`src/hw/rtl/bhmp_pkg.sv`:
```
package bhmp_pkg;

  localparam int unsigned ElemW = 32;
  localparam int unsigned AccW  = 50;

  // command from controller to datapath
  typedef struct packed {
    logic       load;     // capture input item
    logic       mac_clr;  // clear accumulators
    logic       mac_en;   // accumulate one product term
    logic [1:0] kk;       // term index
    logic       mode_fin; // 0: row times parent, 1: offset times to-root
    logic [1:0] jj;       // output column for final product
    logic       rowwr;    // write pending row
    logic       rdreq;    // issue parent read for term kk
    logic       stwr;     // store to-root element
    logic [3:0] stidx;    // element to store
    logic       outld;    // load output register
  } bhmp_cmd_t;

  typedef struct packed {
    logic       is_root;
    logic [1:0] row;
  } bhmp_sts_t;

  function automatic logic signed [ElemW-1:0] sat32(input logic signed [AccW-1:0] s);
    logic signed [AccW-1:0] maxv;
    logic signed [AccW-1:0] minv;
    maxv = AccW'(64'sh7FFF_FFFF);
    minv = -AccW'(64'sh8000_0000);
    if (s > maxv) begin
      sat32 = 32'sh7FFF_FFFF;
    end else if (s < minv) begin
      sat32 = 32'sh8000_0000;
    end else begin
      sat32 = s[ElemW-1:0];
    end
  endfunction

endpackage

```
`src/hw/rtl/bhmp_ctrl.sv`:
```
module bhmp_ctrl (
  input  logic               clk_i,
  input  logic               rst_ni,
  input  logic               in_valid_i,
  output logic               in_ready_o,
  input  logic               out_busy_i,
  input  bhmp_pkg::bhmp_sts_t sts_i,
  output bhmp_pkg::bhmp_cmd_t cmd_o
);
  import bhmp_pkg::*;

  typedef enum logic [2:0] {
    S_IDLE, S_ROW, S_STORE, S_FIN, S_WAIT
  } state_e;

  state_e     state_q;
  logic [5:0] cnt_q;
  logic [2:0] jcnt_q;

  assign in_ready_o = (state_q == S_IDLE);

  // row phase: cnt 0..3 issue reads kk=cnt (registered read data), accumulate kk=cnt-1
  // final phase per column: cnt 0..3 accumulate, cnt 4 load output
  always_comb begin
    cmd_o = '0;
    cmd_o.load = (state_q == S_IDLE) && in_valid_i;
    case (state_q)
      S_ROW: begin
        cmd_o.rdreq   = (cnt_q < 6'd4);
        cmd_o.kk      = cnt_q[1:0];
        cmd_o.mac_clr = (cnt_q == 6'd0);
        cmd_o.mac_en  = (cnt_q != 6'd0) && (cnt_q < 6'd5);
        cmd_o.rowwr   = (cnt_q == 6'd5);
      end
      S_STORE: begin
        cmd_o.stwr  = 1'b1;
        cmd_o.stidx = cnt_q[3:0];
      end
      S_FIN: begin
        cmd_o.mode_fin = 1'b1;
        cmd_o.jj       = jcnt_q[1:0];
        cmd_o.kk       = cnt_q[1:0];
        cmd_o.mac_clr  = (cnt_q == 6'd0);
        cmd_o.mac_en   = (cnt_q < 6'd4);
      end
      S_WAIT: begin
        cmd_o.mode_fin = 1'b1;
        cmd_o.jj       = jcnt_q[1:0];
        cmd_o.outld    = !out_busy_i;
      end
      default: ;
    endcase
  end

  always_ff @(posedge clk_i or negedge rst_ni) begin
    if (!rst_ni) begin
      state_q <= S_IDLE;
      cnt_q   <= '0;
      jcnt_q  <= '0;
    end else begin
      case (state_q)
        S_IDLE: begin
          cnt_q <= '0;
          if (in_valid_i) state_q <= S_ROW;
        end
        S_ROW: begin
          cnt_q <= cnt_q + 6'd1;
          if (cnt_q == 6'd5) begin
            cnt_q <= '0;
            state_q <= (sts_i.row == 2'd3) ? S_STORE : S_IDLE;
          end
        end
        S_STORE: begin
          cnt_q <= cnt_q + 6'd1;
          if (cnt_q == 6'd15) begin
            cnt_q   <= '0;
            jcnt_q  <= '0;
            state_q <= S_FIN;
          end
        end
        S_FIN: begin
          cnt_q <= cnt_q + 6'd1;
          if (cnt_q == 6'd3) state_q <= S_WAIT;
        end
        S_WAIT: begin
          if (!out_busy_i) begin
            cnt_q  <= '0;
            jcnt_q <= jcnt_q + 3'd1;
            state_q <= (jcnt_q == 3'd3) ? S_IDLE : S_FIN;
          end
        end
        default: state_q <= S_IDLE;
      endcase
    end
  end

endmodule

```
`config.mk`:
```
export PLATFORM = sky130hd
export DESIGN_NAME = bhmp_ctrl
export DESIGN_NICKNAME = d
export VERILOG_FILES = /design/src/hw/rtl/bhmp_pkg.sv /design/src/hw/rtl/bhmp_ctrl.sv
export SDC_FILE = /design/constraint.sdc
export NUM_CORES = 1
export LEC_CHECK = 0
export BUFFER_PORTS_ARGS = -buffer_cell sky130_fd_sc_hd__clkbuf_2
export CORE_MARGIN = 1.5
export CORE_UTILIZATION = 55
export CTS_CLUSTER_DIAMETER = 150
export CTS_CLUSTER_SIZE = 16
export DETAILED_ROUTE_END_ITERATION = 8
export PLACE_DENSITY = 0.79
export SETUP_SLACK_MARGIN = 0.4
export SKIP_LAST_GASP = 1
export SYNTH_ARGS = -nofsm -noshare
export SYNTH_HDL_FRONTEND = slang
export SYNTH_SLANG_ARGS = --single-unit
```
`constraint.sdc`:
```
create_clock -name clk_i -period 4.7 [get_ports clk_i]
set_clock_uncertainty 0.05 [all_clocks]
set_input_delay 0.235 -clock clk_i [delete_from_list [all_inputs] [get_ports clk_i]]
set_output_delay 0.235 -clock clk_i [all_outputs]
set_load 0.005 [all_outputs]
```
After elaboration in Yosys (flattened, before gate mapping)
Cells that the tools add are included.

operators by class
  add/subtract/negate cells = 2
  $lt $le $gt $ge = 2
  equal/unequal tests = 14
  multiplexer cells = 20
  reductions and logical operators = 12

operators with widths
  cell                                                                           number
  6-bit one-hot mux with 5 select lines                                          1
  3-bit 2-to-1 mux                                                               8
  6-bit 2-to-1 mux                                                               3
  3-bit one-hot mux with 5 select lines                                          1
  6-bit by 3-bit less-than comparator with 1-bit output (second input constant)  2
  2-bit inequality test (second input constant)                                  5
  3-bit by 2-bit == test with 1-bit output (second input constant)               3
  4-bit one-hot mux with 2 select lines                                          1
  6-bit by 1-bit adder with 6-bit output (second input constant)                 1
  6-bit by 2-bit == test with 1-bit output (second input constant)               1
  6-bit by 3-bit == test with 1-bit output (second input constant)               1
  6-bit by 4-bit == test with 1-bit output (second input constant)               1
  6-bit zero test                                                                1
  2-bit 2-to-1 mux                                                               3
  3-bit one-hot mux with 2 select lines                                          1
  6-bit nonzero test                                                             1
  5-bit 2-to-1 mux                                                               1
  5-bit AND reduction                                                            1
  5-bit nonzero test                                                             1
  3-bit by 1-bit adder with 3-bit output (second input constant)                 1
  3-bit by 1-bit == test with 1-bit output (second input constant)               1
  3-bit == test (second input constant)                                          1
  3-bit zero test                                                                1
  3-bit AND reduction                                                            1
  other kinds (7)                                                                8

storage, ports and cells
  register bits after elaboration = 12
  input port bits = 7
  output and inout port bits = 17
  word-level logic and storage cells = 53

Longest topological paths before layout
Gate-level depths: netlist of run 1.

  word-level depth = 4
  mapped depth = 6
  mapped depth without buffers = 6

Least setup slack after synthesis of run 1
Ideal clock, no wire load.

  path kind = reg2reg
  from = register cnt_q[4]
  to = register cnt_q[5]
  library setup time = 148 ps
  arrival time = 1,281 ps
  required time = 4,502 ps
  path slack = 3,221 ps
  stages on the path, launching flop included = 7
  buffers on the path = 1
  clock period less this slack = 1,479 ps
  cell sequence = dfrtp_1 -> buf_6 -> nor3_2 -> a31o_2 -> o21ai_2 -> a41oi_1 -> a31oi_1

on the way
  word-level cells in the longest chain between the ends = 3
  elaborated cells on any way between the ends = 6
  those cells by class = 1 x add/sub; 2 x eq/ne; 3 x mux

RTL lines
  item                                                            line                                               source
  start, declared                                                 bhmp_ctrl.sv:17                                    logic [5:0] cnt_q;
  start signal, assigned                                          bhmp_ctrl.sv:67                                    cnt_q <= cnt_q + 6'd1;
  start signal, assigned                                          bhmp_ctrl.sv:74                                    cnt_q <= cnt_q + 6'd1;
  start signal, assigned                                          bhmp_ctrl.sv:82                                    cnt_q <= cnt_q + 6'd1;
  6-bit by 1-bit adder with 6-bit output (tied with other cells)  bhmp_ctrl.sv:67, bhmp_ctrl.sv:74, bhmp_ctrl.sv:82
  6-bit 2-to-1 mux (on tied branches)                             bhmp_ctrl.sv:75, bhmp_ctrl.sv:68
  6-bit one-hot mux with 5 select lines (*)                       bhmp_ctrl.sv:61                                    case (state_q)

Every way passes the cells marked *; elsewhere a longest branch is shown, timed or not.
A chain may end at the register's enable or synchronous reset.

==> results of run 1 <==
-- cells by family (layout without fill, tap and decap cells) --
kind of cell	Yosys count	count (layout)	share of synthesized area, %
mux	1	1	1.06
compound gates	26	26	18.1
fa+ha+maj	6	6	7.92
buf+inv	13	34	8.18
xor+xnor	1	1	0.924
simple gates	52	52	32.2
flops	12	12	31.7
-- final timing paths --
| kind | startpoint | depth (start not counted) | endpoint | slack (ps) |
|---|---|---|---|---|
| worst max-delay path | state_q[0]$_DFFE_PN0P_ | 5 | cmd_o[13] | 2670 |
| worst min register to register | jcnt_q[0]$_DFFE_PN0P_ | 1 | jcnt_q[0]$_DFFE_PN0P_ | 460 |
| worst max register to register | state_q[0]$_DFFE_PN0P_ | 5 | cnt_q[5]$_DFFE_PN0P_ | 2890 |
| min in group asynchronous | rst_ni | 2 | cnt_q[3]$_DFFE_PN0P_ | 320 |
| max in group asynchronous | rst_ni | 2 | state_q[2]$_DFFE_PN0P_ | 4050 |
| worst min-delay path | sts_i[1] | 3 | state_q[1]$_DFFE_PN0P_ | 260 |
-- power by group through the flow --
| stage | Clock, mW | Sequential, mW | Combinational (mW) |
|---|---|---|---|
| final | 0.0856 | 0.224 | 0.338 |
| after global placement | 0 | 0.221 | 0.324 |
| after global routing | 0.0911 | 0.236 | 0.390 |
| after detailed placement | 0 | 0.224 | 0.337 |
| after floorplan | 0 | 0.179 | 0.298 |
| after CTS | 0.0858 | 0.221 | 0.341 |
-- metrics by stage --
stage | instance area [µm²] | hold WS (ps) | setup slack [ps] | total power, mW
floorplan | 948 | -111 | 3220 | 0.477
global placement | 1030 | 92.1 | 2960 | 0.545
detailed placement | 1030 | 92.2 | 2920 | 0.560
CTS | 1070 | 263 | 2690 | 0.648
global route | 1070 | 307 | 2500 | 0.718
finish | 1070 | 262 | 2670 | 0.647
-- cell usage in the layout, fill, tap and decap left out, types with 2 or more instances in the layout --
cell      Yosys  final
clkbuf_2      0     22
nand2b_2      2      2
a41oi_1       2      2
and3_1        3      3
clkbuf_4      0      3
nand2_1      15     15
nor2_1        8      8
nand2b_1      4      4
o21ai_1       2      2
and2_1        3      3
a31oi_1       4      4
ha_1          6      6
inv_1         6      6
dfrtp_1      12     12
nand3_1       2      2
a21oi_1       4      4
nor3_1        5      5
o21ai_0       5      5
o31ai_1       2      2
-- cell usage after synthesis (3+ instances only) --
master and instances:
a21oi_1 4, nor2_1 8, nand2b_1 4, dfrtp_1 12, nor3_1 5, ha_1 6
o21ai_0 5, nand2_1 15, inv_1 6, a31oi_1 4, and3_1 3, and2_1 3
-- sequential cells by signal, indices dropped and copies added (netlist names) --
| register | count |
|---|---|
| jcnt_q | 3 |
| cnt_q | 6 |
| state_q | 3 |
-- repair_timing --
item,in CTS,in global routing
hold buffers,1,0
hold endpoints to repair,12,0
gates resized for setup,0,0
-- final cells by class --
class                           instances  area share, %
Multi-Input combinational cell         86           53.1
Sequential cell                        12           28.0
Timing Repair Buffer                   23           11.2
Clock buffer                            4           3.38
Inverter                                7           2.45
Tap cell                               16           1.86
-- metal layers --
| layer | track usage (%) | share of wire, % | wire length (µm) |
|---|---|---|---|
| met5 | 0 | 0 | 0 |
| met1 | 31.2 | 47 | 924 |
| met4 | 8.48 | 0.86 | 17 |
| met3 | 5.31 | 3.9 | 77 |
| met2 | 38.0 | 48 | 950 |
-- worst max-delay path: cells and delay by family (launching register included) --
family                 cells  cell delay (ps)
buffers and inverters      2              280
DFF                        1              690
AOI/OAI and AO/OA          1              220
and+or+nand+nor            2              260
==> summary.md, run 1 <==
| Metric | Value |
|---|---|
| Switch Pwr | `0.307 mW` |
| Comb power frac | `52.2%` |
| Syn Area/Cell | `8.54 µm²` |
| Crit path time final | `roughly 2000 ps` |
| RSZ-0062 raised after global routing | `false` |
| CP Class | `reg -> out` |
| Violated checks | `design-rule violations` |
| Antenna cells | `0` |
| Worst-path maximum fanout | `16` |
| Crit-path slowest cell | `dfrtp_1` |
| Post CTS Setup Buffer Count | `0` |
| Tcrit/Tclk final | `43.1%` |
| Leading area contributor after synthesis | `dfrtp_1` |
| Tightest Pin Transition | `733 ps` |
| Worst endpoint required time | `4410 ps` |
| Max-cap violation count | `0` |
| Worst-path clk slew | `80 ps` |
| Largest cells by area after synthesis | `dfrtp_1 (32%), ha_1 (7.9%), nand2_1 (5.9%)` |
| H-tree depth | `1` |
| Cts bufs inserted | `3` |
| Max frequency | `0.493 GHz` |
| CTS sink count | `12` |
| 1st-iter DRT viols | `14` |
| Post-route ant nets | `0` |
| Switching part of the total | `47.4%` |
| Setup TNS Final | `0 ps` |
| Syn Nets | `124` |
| WP data arrival | `between 1500 and 2000 ps` |
| Final Max Tran Viols | `0` |
| Input/output buffers | `22` |
| Leakage | `0.514 nW` |
| Nets | `146` |
| Largest net degree at the start of global routing | `17` |
| Root buffer cell | `clkbuf_4` |
| Slew headroom | `50.7%` |
| Post-synth EDFFs | `0` |
| Initial antenna violation count | `0` |
| Synthesized area | `948 µm²` |
| Crit path largest cell delay | `690 ps` |
| Post-synth top flop | `dfrtp_1` |
| HPWL Detailed | `1460 µm` |
| Multi-input logic area | `between 500 and 600 µm²` |
| Clk_lat worst skew | `280 ps` |
| Fin util | `68.9%` |
| Register bit count reported by yosys | `12` |
| Clock power share | `13.2%` |
| Core box area | `1560 µm²` |
| Number of synthesis warnings | `0` |
| Routability cong. | `0.907` |
| Die ar. | `1980 µm²` |
| Vias per cell | `5.93` |
| Global route total overflow | `0` |
| First-pass GRT wire length | `approximately 3500 µm` |
| Die Ht | `roughly 45 µm` |
| Register area share after synthesis | `31.7%` |
| Synth-to-Final Area Change | `13.2%` |
| CTS tree | `built` |
| Post-Layout Cell Count | `148` |
| WL/cell | `13.3 µm` |
| Hold Vio Cnt, Final | `0` |
| Worst path cell trace | `inv_2 -> nor2_1 -> nand2_1 -> a221oi_1 -> clkbuf_2` |
| Crit path launch type | `flop` |
| Pre-antenna DRT Iters | `6` |
| Initial Util | `60.8%` |
| Worst Hold Class | `in -> reg` |
| Final Setup Violations | `0` |
| Peak VDD IR | `around 0.38 mV` |
| Layout cells sized above 1 | `28.0%` |
| Fillers | `140` |
| Synth async-reset ratio | `100%` |
| Die Wd | `roughly 45 µm` |
| P_int | `about 0.34 mW` |
| Routed wire length | `a little under 2000 µm` |
| Total number of vias | `between 800 and 900` |
| Pwr/cell area | `about 600 nW/µm²` |
| Max Buffers Root-to-Sink | `2` |
| CP Capture Type | `primary output` |
| Sequential cell area | `300 µm²` |
| Inst Count DP | `143` |
| IO Count | `24` |
| Remaining design rule violation count | `1` |
| Post-synth cell types | `41` |
| Total GRT Usage | `a little under a quarter` |
| Seq pwr share | `roughly a third` |
| Top cell type's share of synthesized area | `31.7%` |
| Number of global-route vias before repair | `797` |
| # rows | `14` |
| Status | `finished with violations` |
| Gate Count Post-Synth | `111` |
Note: power is estimated with default switching activity, not from simulation.
==> inputs of run 2 (changes only) <==
--- a/config.mk
+++ b/config.mk
@@ -5,13 +5,14 @@
 export SDC_FILE = /design/constraint.sdc
 export NUM_CORES = 1
 export LEC_CHECK = 0
+export ABC_AREA = 1
 export BUFFER_PORTS_ARGS = -buffer_cell sky130_fd_sc_hd__clkbuf_2
 export CORE_MARGIN = 1.5
-export CORE_UTILIZATION = 55
+export CORE_UTILIZATION = 51
 export CTS_CLUSTER_DIAMETER = 150
 export CTS_CLUSTER_SIZE = 16
 export DETAILED_ROUTE_END_ITERATION = 8
-export PLACE_DENSITY = 0.79
+export PLACE_DENSITY = 0.75
 export SETUP_SLACK_MARGIN = 0.4
 export SKIP_LAST_GASP = 1
 export SYNTH_ARGS = -nofsm -noshare
==> constraint.sdc (replaced) <==
create_clock -name clk_i -period 1.9 [get_ports clk_i]
set_clock_uncertainty 0.05 [all_clocks]
set_input_delay 0.095 -clock clk_i [delete_from_list [all_inputs] [get_ports clk_i]]
set_output_delay 0.095 -clock clk_i [all_outputs]
set_load 0.005 [all_outputs]
==> run 2 against run 1 <==
Effect of this change: the flow now finishes without violations; via count increased by 21%; largest power group unchanged; die area increased by 3.7%; synthesized cell count increased by 22%; largest cell class unchanged; sequential power increased by 110%; power increased to 3.0 times the previous value; global-route usage increased by 3.5 points; critical endpoint unchanged; non-clock buffer count increased by 20; critical path depth increased by 2.
==> summary.md, run 2 <==
| Metric | Value |
|---|---|
| Fin util | `79.3% (+10 points)` |
| HPWL Detailed | `1530 µm (+4.7%)` |
| Commonest cells after routing, fill and taps aside | `nand2_1 (25), buf_4 (20), clkbuf_2 (17), inv_1 (16), nor2_1 (15)` |
| Seq pwr share | `24.6% (-10 points)` |
| Vias per cell | `5.16 (-13%)` |
| Layout cells sized above 1 | `48.3% (+20 points)` |
| Global route total overflow | `0 (unchanged)` |
| Leakage | `0.713 nW (+39%)` |
| Met3 usage | `5.60% (+0.29 points)` |
| Worst endpoint required time | `1750 ps (-2660 ps)` |
| Input/output buffers | `22 (unchanged)` |
| GRT Max-Usage Layer | `met2` |
| Hold Vio Cnt, Final | `0 (unchanged)` |
| Remaining design rule violation count | `0 (-1)` |
| Max-cap violation count | `0 (unchanged)` |
| # rows | `15 (+1)` |
| Top cell type's share of synthesized area | `32.8% (+1.2 points)` |
| Slew headroom | `78.3% (+28 points)` |
| WL/cell | `13.1 µm (-1.4%)` |
| Routing usage on met2 | `43.7% (+5.7 points)` |
| Register area share after synthesis | `32.8% (+1.2 points)` |
| Multi-input logic area | `621 µm² (+8.8%)` |
| Post-synth EDFFs | `0 (unchanged)` |
| 1st-iter DRT viols | `10 (-4)` |
| Clock power share | `8.6% (-4.6 points)` |
| Synth top cells by count | `nand2_1 (29), inv_1 (24), nor2_1 (22)` |
| Final Setup Violations | `0 (unchanged)` |
| Design area | `1360 µm² (+26%)` |
| Gate Count Post-Synth | `135 (+22%)` |
| Total number of vias | `1057 (+21%)` |
| WP data arrival | `1390 ps (-350 ps)` |
| Pwr/cell area | `1410 nW/µm² (+130%)` |
| Post-route ant nets | `0 (unchanged)` |
| Root buffer cell | `clkbuf_4` |
| Synth async-reset ratio | `100% (unchanged)` |
| H-tree depth | `1 (unchanged)` |
| Switching part of the total | `48.7% (+1.3 points)` |
| Setup TNS Final | `0 ps (unchanged)` |
| Worst-path clk slew | `80 ps (about the same)` |
| Initial Util | `53.6% (-7.3 points)` |
| P_int | `0.981 mW (+190%)` |
| Crit path launch type | `flop` |
| Cts bufs inserted | `3 (unchanged)` |
| Top reg by flops | `cnt_q` |
| Max Buffers Root-to-Sink | `2 (unchanged)` |
| Syn Area/Cell | `6.78 µm² (-21%)` |
| Total GRT Usage | `27.2% (+3.5 points)` |
| Final Max Tran Viols | `0 (unchanged)` |
| Number of synthesis warnings | `0 (unchanged)` |
| Peak VDD IR | `0.900 mV (+140%)` |
| Initial antenna violation count | `0 (unchanged)` |
| Post-DP Area | `1060 µm² (+2.8%)` |
| Synth-to-Final Area Change | `48.2%` |
| CTS sink count | `12 (unchanged)` |
| Core box area | `1710 µm² (+9.6%)` |
| Tcrit/Tclk final | `between 80% and 90%` |
| Most common cell in the synthesized netlist | `nand2_1` |
| Clk_lat worst skew | `280 ps (about the same)` |
| Pre-antenna DRT Iters | `4 (-2)` |
| Syn Nets | `148 (+19%)` |
| Routability cong. | `0.788 (-13%)` |
| Number of global-route vias before repair | `924 (+16%)` |
| Register bit count reported by yosys | `12 (unchanged)` |
| Leading area contributor after synthesis | `dfrtp_1` |
| Largest net degree at the start of global routing | `13 (-4)` |
| Largest regs | `cnt_q (6), jcnt_q (3), state_q (3)` |
| RSZ-0062 raised after global routing | `true` |
| Worst-case hold slack | `72.7 ps (-189 ps)` |
| Tightest Pin Transition | `325 ps (-408 ps)` |
| Routed wire length | `2690 µm (+37%)` |
| Die Ht | `45.4 µm (+1.9%)` |
| Most common cell after layout, fill and taps aside | `nand2_1` |
| First-pass GRT wire length | `3950 µm (+14%)` |
| Worst Hold Class | `in -> reg` |
| Switch Pwr | `0.930 mW (+200%)` |
| Antenna cells | `0 (unchanged)` |
| Comb power frac | `66.8% (+15 points)` |
| Met1 usage | `34.2% (+3.0 points)` |
| Synthesized area | `915 µm² (-3.6%)` |
| Sequential cell area | `308 µm² (+2.5%)` |
| Max frequency | `0.653 GHz` |
| Die ar. | `2060 µm² (+3.7%)` |
| Post-synth top flop | `dfrtp_1` |
| CP Capture Type | `primary output` |
| Fillers | `130 (-7.1%)` |
| IO Count | `24 (unchanged)` |
| Nets | `195 (+34%)` |
| Number of flip-flops in the largest register | `6 (unchanged)` |
| Post-synth cell types | `22 (-46%)` |
| Worst-path maximum fanout | `4 (-12)` |
| Largest cells by area after synthesis | `dfrtp_1 (33%), nand2_1 (12%), inv_1 (9.8%)` |
| Crit path time final | `about 1500 ps` |
| CTS tree | `built` |
| Die Wd | `45.4 µm (+1.9%)` |
| CP Class | `reg -> out` |
| Status | `finished, final reports clean` |
-- run 2: what timing repair did --
action,CTS,global route
setup buffers,14,5
hold buffers,1,0
setup endpoints to repair,13,20
resized for setup,20,29
cloned,0,0
pin swaps,9,7
endpoints found under the hold margin,12,0
-- run 2: layout make-up --
class	count	area share (%)
multi-input cells	96	45.8
clock buffers	3	1.66
repair buffers	43	19.9
well taps	25	2.31
flip-flops and latches	12	22.7
inverters	26	7.57
-- run 2: kinds of logic after synthesis --
group                      Yosys count  synth area share (%)
buffers and inverters               27                  11.5
and+or+nand+nor                     73                  36.1
xor gates and xnor gates             3                  2.87
AOI/OAI and AO/OA                   14                  8.48
DFF                                 12                  32.8
adders and majority gates            6                  8.21
-- run 2: worst max-delay path, cell delays in order, from the launching register on --
cell      delay [ps]
dfrtp_2          440
inv_2            110
ha_4             140
inv_2             30
a21oi_2          100
nand3_1           70
o21ai_1           90
clkbuf_2         130
-- run 2: routing by layer --
| metal | up-vias | part of all wire, % |
|---|---|---|
| li1 | 508 | - |
| met1 | 492 | 41 |
| met2 | 47 | 48 |
| met3 | 10 | 6.7 |
| met4 | 0 | 3.9 |
| met5 | - | 0 |
-- run 2: worst paths after layout --
| path | startpoint | cells after the start | end | slack, ps |
|---|---|---|---|---|
| worst min register to register | jcnt_q[2]$_DFFE_PN0P_ | 2 | jcnt_q[2]$_DFFE_PN0P_ | 500 |
| min in group asynchronous | rst_ni | 2 | cnt_q[2]$_DFFE_PN0P_ | 180 |
| worst max-delay path | cnt_q[0]$_DFFE_PN0P_ | 7 | cmd_o[13] | 370 |
| max in group asynchronous | rst_ni | 2 | cnt_q[0]$_DFFE_PN0P_ | 1350 |
| worst max register to register | cnt_q[1]$_DFFE_PN0P_ | 10 | state_q[0]$_DFFE_PN0P_ | 420 |
| worst min-delay path | out_busy_i | 3 | state_q[2]$_DFFE_PN0P_ | 70 |
-- run 2: power by group through the flow --
stage                     logic [mW]  clock network (mW)  registers [mW]
after global routing            1.40               0.174           0.477
final                           1.28               0.164           0.470
after detailed placement       0.834                   0           0.424
after CTS                       1.04               0.163           0.437
after floorplan                0.598                   0           0.395
after global placement         0.804                   0           0.419
-- run 2: metrics by stage --
stage	power [mW]	instances	setup slack [ps]
CTS	1.64	200	384
global route	2.05	205	304
global placement	1.22	182	418
floorplan	0.993	135	547
finish	1.91	205	368
detailed placement	1.26	182	381
==> inputs of run 3 (changes only) <==
--- a/config.mk
+++ b/config.mk
@@ -5,14 +5,14 @@
 export SDC_FILE = /design/constraint.sdc
 export NUM_CORES = 1
 export LEC_CHECK = 0
-export ABC_AREA = 1
+export ABC_AREA = 0
 export BUFFER_PORTS_ARGS = -buffer_cell sky130_fd_sc_hd__clkbuf_2
 export CORE_MARGIN = 1.5
-export CORE_UTILIZATION = 51
+export CORE_UTILIZATION = 47
 export CTS_CLUSTER_DIAMETER = 150
 export CTS_CLUSTER_SIZE = 16
 export DETAILED_ROUTE_END_ITERATION = 8
-export PLACE_DENSITY = 0.75
+export PLACE_DENSITY = 0.72
 export SETUP_SLACK_MARGIN = 0.4
 export SKIP_LAST_GASP = 1
 export SYNTH_ARGS = -nofsm -noshare
==> constraint.sdc (replaced) <==
create_clock -name clk_i -period 1.4 [get_ports clk_i]
set_clock_uncertainty 0.05 [all_clocks]
set_input_delay 0.07 -clock clk_i [delete_from_list [all_inputs] [get_ports clk_i]]
set_output_delay 0.07 -clock clk_i [all_outputs]
set_load 0.005 [all_outputs]
==> run 3 against run 2 <==
Effect of this change: the flow now stops in global routing (5_1_grt); synthesized cell count down 18%; synthesized area up 3.7%.
==> summary.md, run 3 <==
| Metric | Value |
|---|---|
| Input/output buffers | `22 (unchanged)` |
| Die Wd | `47.9 µm (+5.7%)` |
| Status | `did not finish` |
| Synth top cells by count | `nand2_1 (15), dfrtp_1 (12), nor2_1 (8)` |
| HPWL Detailed | `1980 µm (+29%)` |
| Root buffer cell | `clkbuf_4` |
| Most common cell in the synthesized netlist | `nand2_1` |
| Max Buffers Root-to-Sink | `2 (unchanged)` |
| Die Ht | `47.9 µm (+5.7%)` |
| IO Count | `24 (unchanged)` |
| Initial antenna violation count | `0` |
| Post-DP Area | `1320 µm² (+25%)` |
| Failing step | `global routing (5_1_grt)` |
| Routability cong. | `0.843 (+6.9%)` |
| Worst_ep grt | `cnt_q[5]$_DFFE_PN0P_/D` |
| Largest cells by area after synthesis | `dfrtp_1 (32%), ha_1 (7.9%), nand2_1 (5.9%)` |
| Synth async-reset ratio | `100% (unchanged)` |
| Number of synthesis warnings | `0 (unchanged)` |
| Syn Nets | `124 (-16%)` |
| Post-synth top flop | `dfrtp_1` |
| Cts bufs inserted | `3 (unchanged)` |
| Error | `[ERROR DPL-0033] detailed placement checks failed during check placement.` |
| Gate Count Post-Synth | `111 (-18%)` |
| Leading area contributor after synthesis | `dfrtp_1` |
| CTS sink count | `12 (unchanged)` |
| Post-synth cell types | `41 (+86%)` |
| Largest net degree at the start of global routing | `13` |
| Register bit count reported by yosys | `12 (unchanged)` |
| Top cell type's share of synthesized area | `31.7% (-1.2 points)` |
| Synthesized area | `948 µm² (+3.7%)` |
| Initial Util | `49.3% (-4.2 points)` |
| Register area share after synthesis | `31.7% (-1.2 points)` |
| H-tree depth | `1 (unchanged)` |
| # rows | `16 (+1)` |
| Syn Area/Cell | `8.54 µm² (+26%)` |
| Post-synth EDFFs | `0 (unchanged)` |
| Worst_ep kind | `sequential cell input` |
## run 3: cell count changes after synthesis, sizes merged, moves of 4 or more
cell    previous run  this run
nor3               0         6
nor2              28         8
a31oi              0         4
nand3             12         3
nand2             31        15
nand2b             0         6
inv               26         7
## run 3: cell families after synthesis
kind of cell | count (synthesis) | synth area share [%]
AOI/OAI and AO/OA | 26 | 18.1
xor gates and xnor gates | 1 | 0.924
DFF | 12 | 31.7
adders and majority gates | 6 | 7.92
buffers and inverters | 13 | 8.18
and+or+nand+nor | 52 | 32.2
muxes | 1 | 1.06
## run 3: metrics by stage
| stage | util (%) | cells | setup WS, ps |
|---|---|---|---|
| floorplan | - | 111 | -31.9 |
| global placement | 68.5 | 185 | -96.8 |
| CTS | 85.9 | 203 | -183 |
| detailed placement | 68.5 | 185 | -157 |
## run 3: timing repair
action / CTS
endpoints found under the hold margin: 12
hold buffers: 1
endpoints found under the setup margin: 29
pin swaps: 12
gates resized for setup: 48
setup buffers: 13
==> inputs of run 4 (changes only) <==
--- a/config.mk
+++ b/config.mk
@@ -7,13 +7,10 @@
 export LEC_CHECK = 0
 export ABC_AREA = 0
 export BUFFER_PORTS_ARGS = -buffer_cell sky130_fd_sc_hd__clkbuf_2
-export CORE_MARGIN = 1.5
-export CORE_UTILIZATION = 47
-export CTS_CLUSTER_DIAMETER = 150
-export CTS_CLUSTER_SIZE = 16
+export CORE_AREA = 2 2 63 65
 export DETAILED_ROUTE_END_ITERATION = 8
-export PLACE_DENSITY = 0.72
-export SETUP_SLACK_MARGIN = 0.4
+export DIE_AREA = 0 0 65 67
+export PLACE_DENSITY_LB_ADDON = 0.15
 export SKIP_LAST_GASP = 1
 export SYNTH_ARGS = -nofsm -noshare
 export SYNTH_HDL_FRONTEND = slang
==> constraint.sdc (replaced) <==
create_clock -name clk_i -period 1.8 [get_ports clk_i]
set_clock_uncertainty 0.05 [all_clocks]
set_input_delay 0.09 -clock clk_i [delete_from_list [all_inputs] [get_ports clk_i]]
set_output_delay 0.09 -clock clk_i [all_outputs]
set_load 0.005 [all_outputs]
==> run 4 against run 3 <==
Effect of this change: the run now ends clean.
==> summary.md, run 4 (synthesized netlist as in run 1, its figures left out) <==
| Metric | Value |
|---|---|
| Slew headroom | `75.5%` |
| Leakage | `0.571 nW` |
| FF-to-FF path depth | `6` |
| Hold Vio Cnt, Final | `0` |
| # rows | `22 (+6)` |
| Crit path largest cell delay | `390 ps` |
| Final Max Tran Viols | `0` |
| Crit-path slowest cell | `dfrtp_1` |
| CTS sink count | `12 (unchanged)` |
| Synth-to-Final Area Change | `28.6%` |
| Worst-path clk slew | `roughly 60 ps` |
| CP Capture Type | `flop` |
| Global route total overflow | `0` |
| Die ar. | `roughly 4400 µm²` |
| Status | `finished, final reports clean` |
| Largest regs | `cnt_q (6), jcnt_q (3), state_q (3)` |
| Input/output buffers | `22 (unchanged)` |
| Most common cell after layout, fill and taps aside | `clkbuf_2` |
| Hold Crit Start | `sts_i[1]` |
| Number of flip-flops in the largest register | `6` |
| Die Wd | `65 µm (+36%)` |
| Core box area | `3610 µm²` |
| Top reg by flops | `cnt_q` |
| Origin of the critical flop-to-flop path | `cnt_q[0]$_DFFE_PN0P_` |
| Root buffer cell | `clkbuf_8` |
| Tightest Pin Transition | `between 300 and 400 ps` |
| Setup TNS Final | `0 ps` |
| IO Count | `24 (unchanged)` |
| Initial antenna violation count | `0` |
| Tcrit/Tclk final | `91.9%` |
| Post-route ant nets | `0` |
| Pre-antenna DRT Iters | `4` |
| Remaining design rule violation count | `0` |
| Worst Hold Class | `in -> reg` |
| Cts bufs inserted | `3 (unchanged)` |
| Delay-heaviest family, CP | `compound AO/OA/AOI/OAI gates` |
| Number of global-route vias before repair | `~870` |
| Worst-path maximum fanout | `8` |
| Crit path time final | `1650 ps` |
| HPWL Detailed | `1800 µm (-8.8%)` |
| Post-Layout Cell Count | `approximately 190` |
| WL/cell | `12.5 µm` |
| RSZ-0062 raised after global routing | `true` |
| WP buf/inv | `0` |
| Reg2reg end | `cnt_q[5]$_DFFE_PN0P_` |
| CP Class | `reg -> reg` |
| Max Buffers Root-to-Sink | `2 (unchanged)` |
| 1st-iter DRT viols | `33` |
| Routed wire length | `2360 µm` |
| Nets | `between 150 and 200` |
| Total GRT Usage | `between 10% and 20%` |
| Final Setup Violations | `0` |
| Vias per cell | `around 4.8` |
| Hold EP | `state_q[1]$_DFFE_PN0P_` |
| Inst Count DP | `182 (-1.6%)` |
| Routability cong. | `0.754 (-11%)` |
| WP data arrival | `roughly 1700 ps` |
| Peak VDD IR | `0.284 mV` |
| Total number of vias | `902` |
| Antenna cells | `0` |
| First-pass GRT wire length | `3980 µm` |
| Pwr/cell area | `1560 nW/µm²` |
| R2r setup slk | `between 100 and 150 ps` |
| Commonest cells after routing, fill and taps aside | `clkbuf_2 (22), nand2_1 (15), dfrtp_1 (9), buf_4 (9), nor2_1 (8)` |
| Worst-case hold slack | `between 150 and 200 ps` |
| Max frequency | `0.605 GHz` |
| Largest net degree at the start of global routing | `15` |
| CTS tree | `built` |
| Clk_lat worst skew | `240 ps` |
| Initial Util | `26.3% (-23 points)` |
| Max-cap violation count | `0` |
| Layout cells sized above 1 | `between 30% and 40%` |
| Die Ht | `67 µm (+40%)` |
| Worst endpoint required time | `around 1900 ps` |
| Hold Path Cell Cnt | `3` |
| Worst path cell trace | `ha_1 -> nand3_2 -> nor4_4 -> o21ai_2 -> a41oi_1 -> a31oi_1` |
| H-tree depth | `1 (unchanged)` |
| Crit path launch type | `flop` |
| Fin util | `33.8%` |
run 4: worst max-delay path by stage:
stage,from,to,slack (ps),cells after the start
2_1_floorplan,cnt_q[4]$_DFFE_PN0P_,cnt_q[5]$_DFFE_PN0P_,320,6
3_3_place_gp,state_q[2]$_DFFE_PN0P_,jcnt_q[0]$_DFFE_PN0P_,110,5
3_5_place_dp,state_q[2]$_DFFE_PN0P_,jcnt_q[0]$_DFFE_PN0P_,80,5
4_1_cts,state_q[1]$_DFFE_PN0P_,cmd_o[0],4,4
5_1_grt,cnt_q[3]$_DFFE_PN0P_,cmd_o[13],-6,4
6_report,cnt_q[0]$_DFFE_PN0P_,cnt_q[5]$_DFFE_PN0P_,150,6
run 4: per-layer routing:
layer | vias up | wire (µm) | GRT usage, % | share of wire [%]
li1 | 453 | - | - | -
met1 | 431 | 1060 | 14.8 | 45
met2 | 13 | 1170 | 20.1 | 49
met3 | 5 | 70 | 2.70 | 3.0
met4 | 0 | 55 | 6.38 | 2.3
met5 | - | 0 | 0 | 0
run 4: area by class of cell:
class | instances | area (µm²)
clock buffer | 3 | 41.3
fill | 396 | 2390
inverter | 7 | 26.3
multi-input combinational | 86 | 581
sequential | 12 | 304
tap | 48 | 60.1
timing repair buffer | 33 | 208
run 4: worst min-delay path, stage by stage:
cell and delay (ps):
clkbuf_2 80, a32oi_1 160, o31ai_1 80
run 4: power breakdown:
| part | internal [mW] | leakage [nW] | switching (mW) |
|---|---|---|---|
| sequential | 0.378 | 0.151 | 0.144 |
| clock | 0.148 | 0.0216 | 0.104 |
| combinational | 0.532 | 0.398 | 0.602 |
| total | 1.06 | 0.571 | 0.850 |
run 4: per-stage QoR:
step	power (mW)	instance area [µm²]	setup slack [ps]
floorplan	1.25	948	321
global placement	1.56	1120	110
detailed placement	1.57	1120	84.9
CTS	1.84	1170	3.66
global route	2.11	1220	-5.61
finish	1.91	1220	147
run 4: what timing repair did:
item	4_1_cts	5_1_grt
gates resized for setup	2	3
setup buffers	0	3
endpoints found under the hold margin	12	0
endpoints found under the setup margin	1	6
hold buffers	1	0
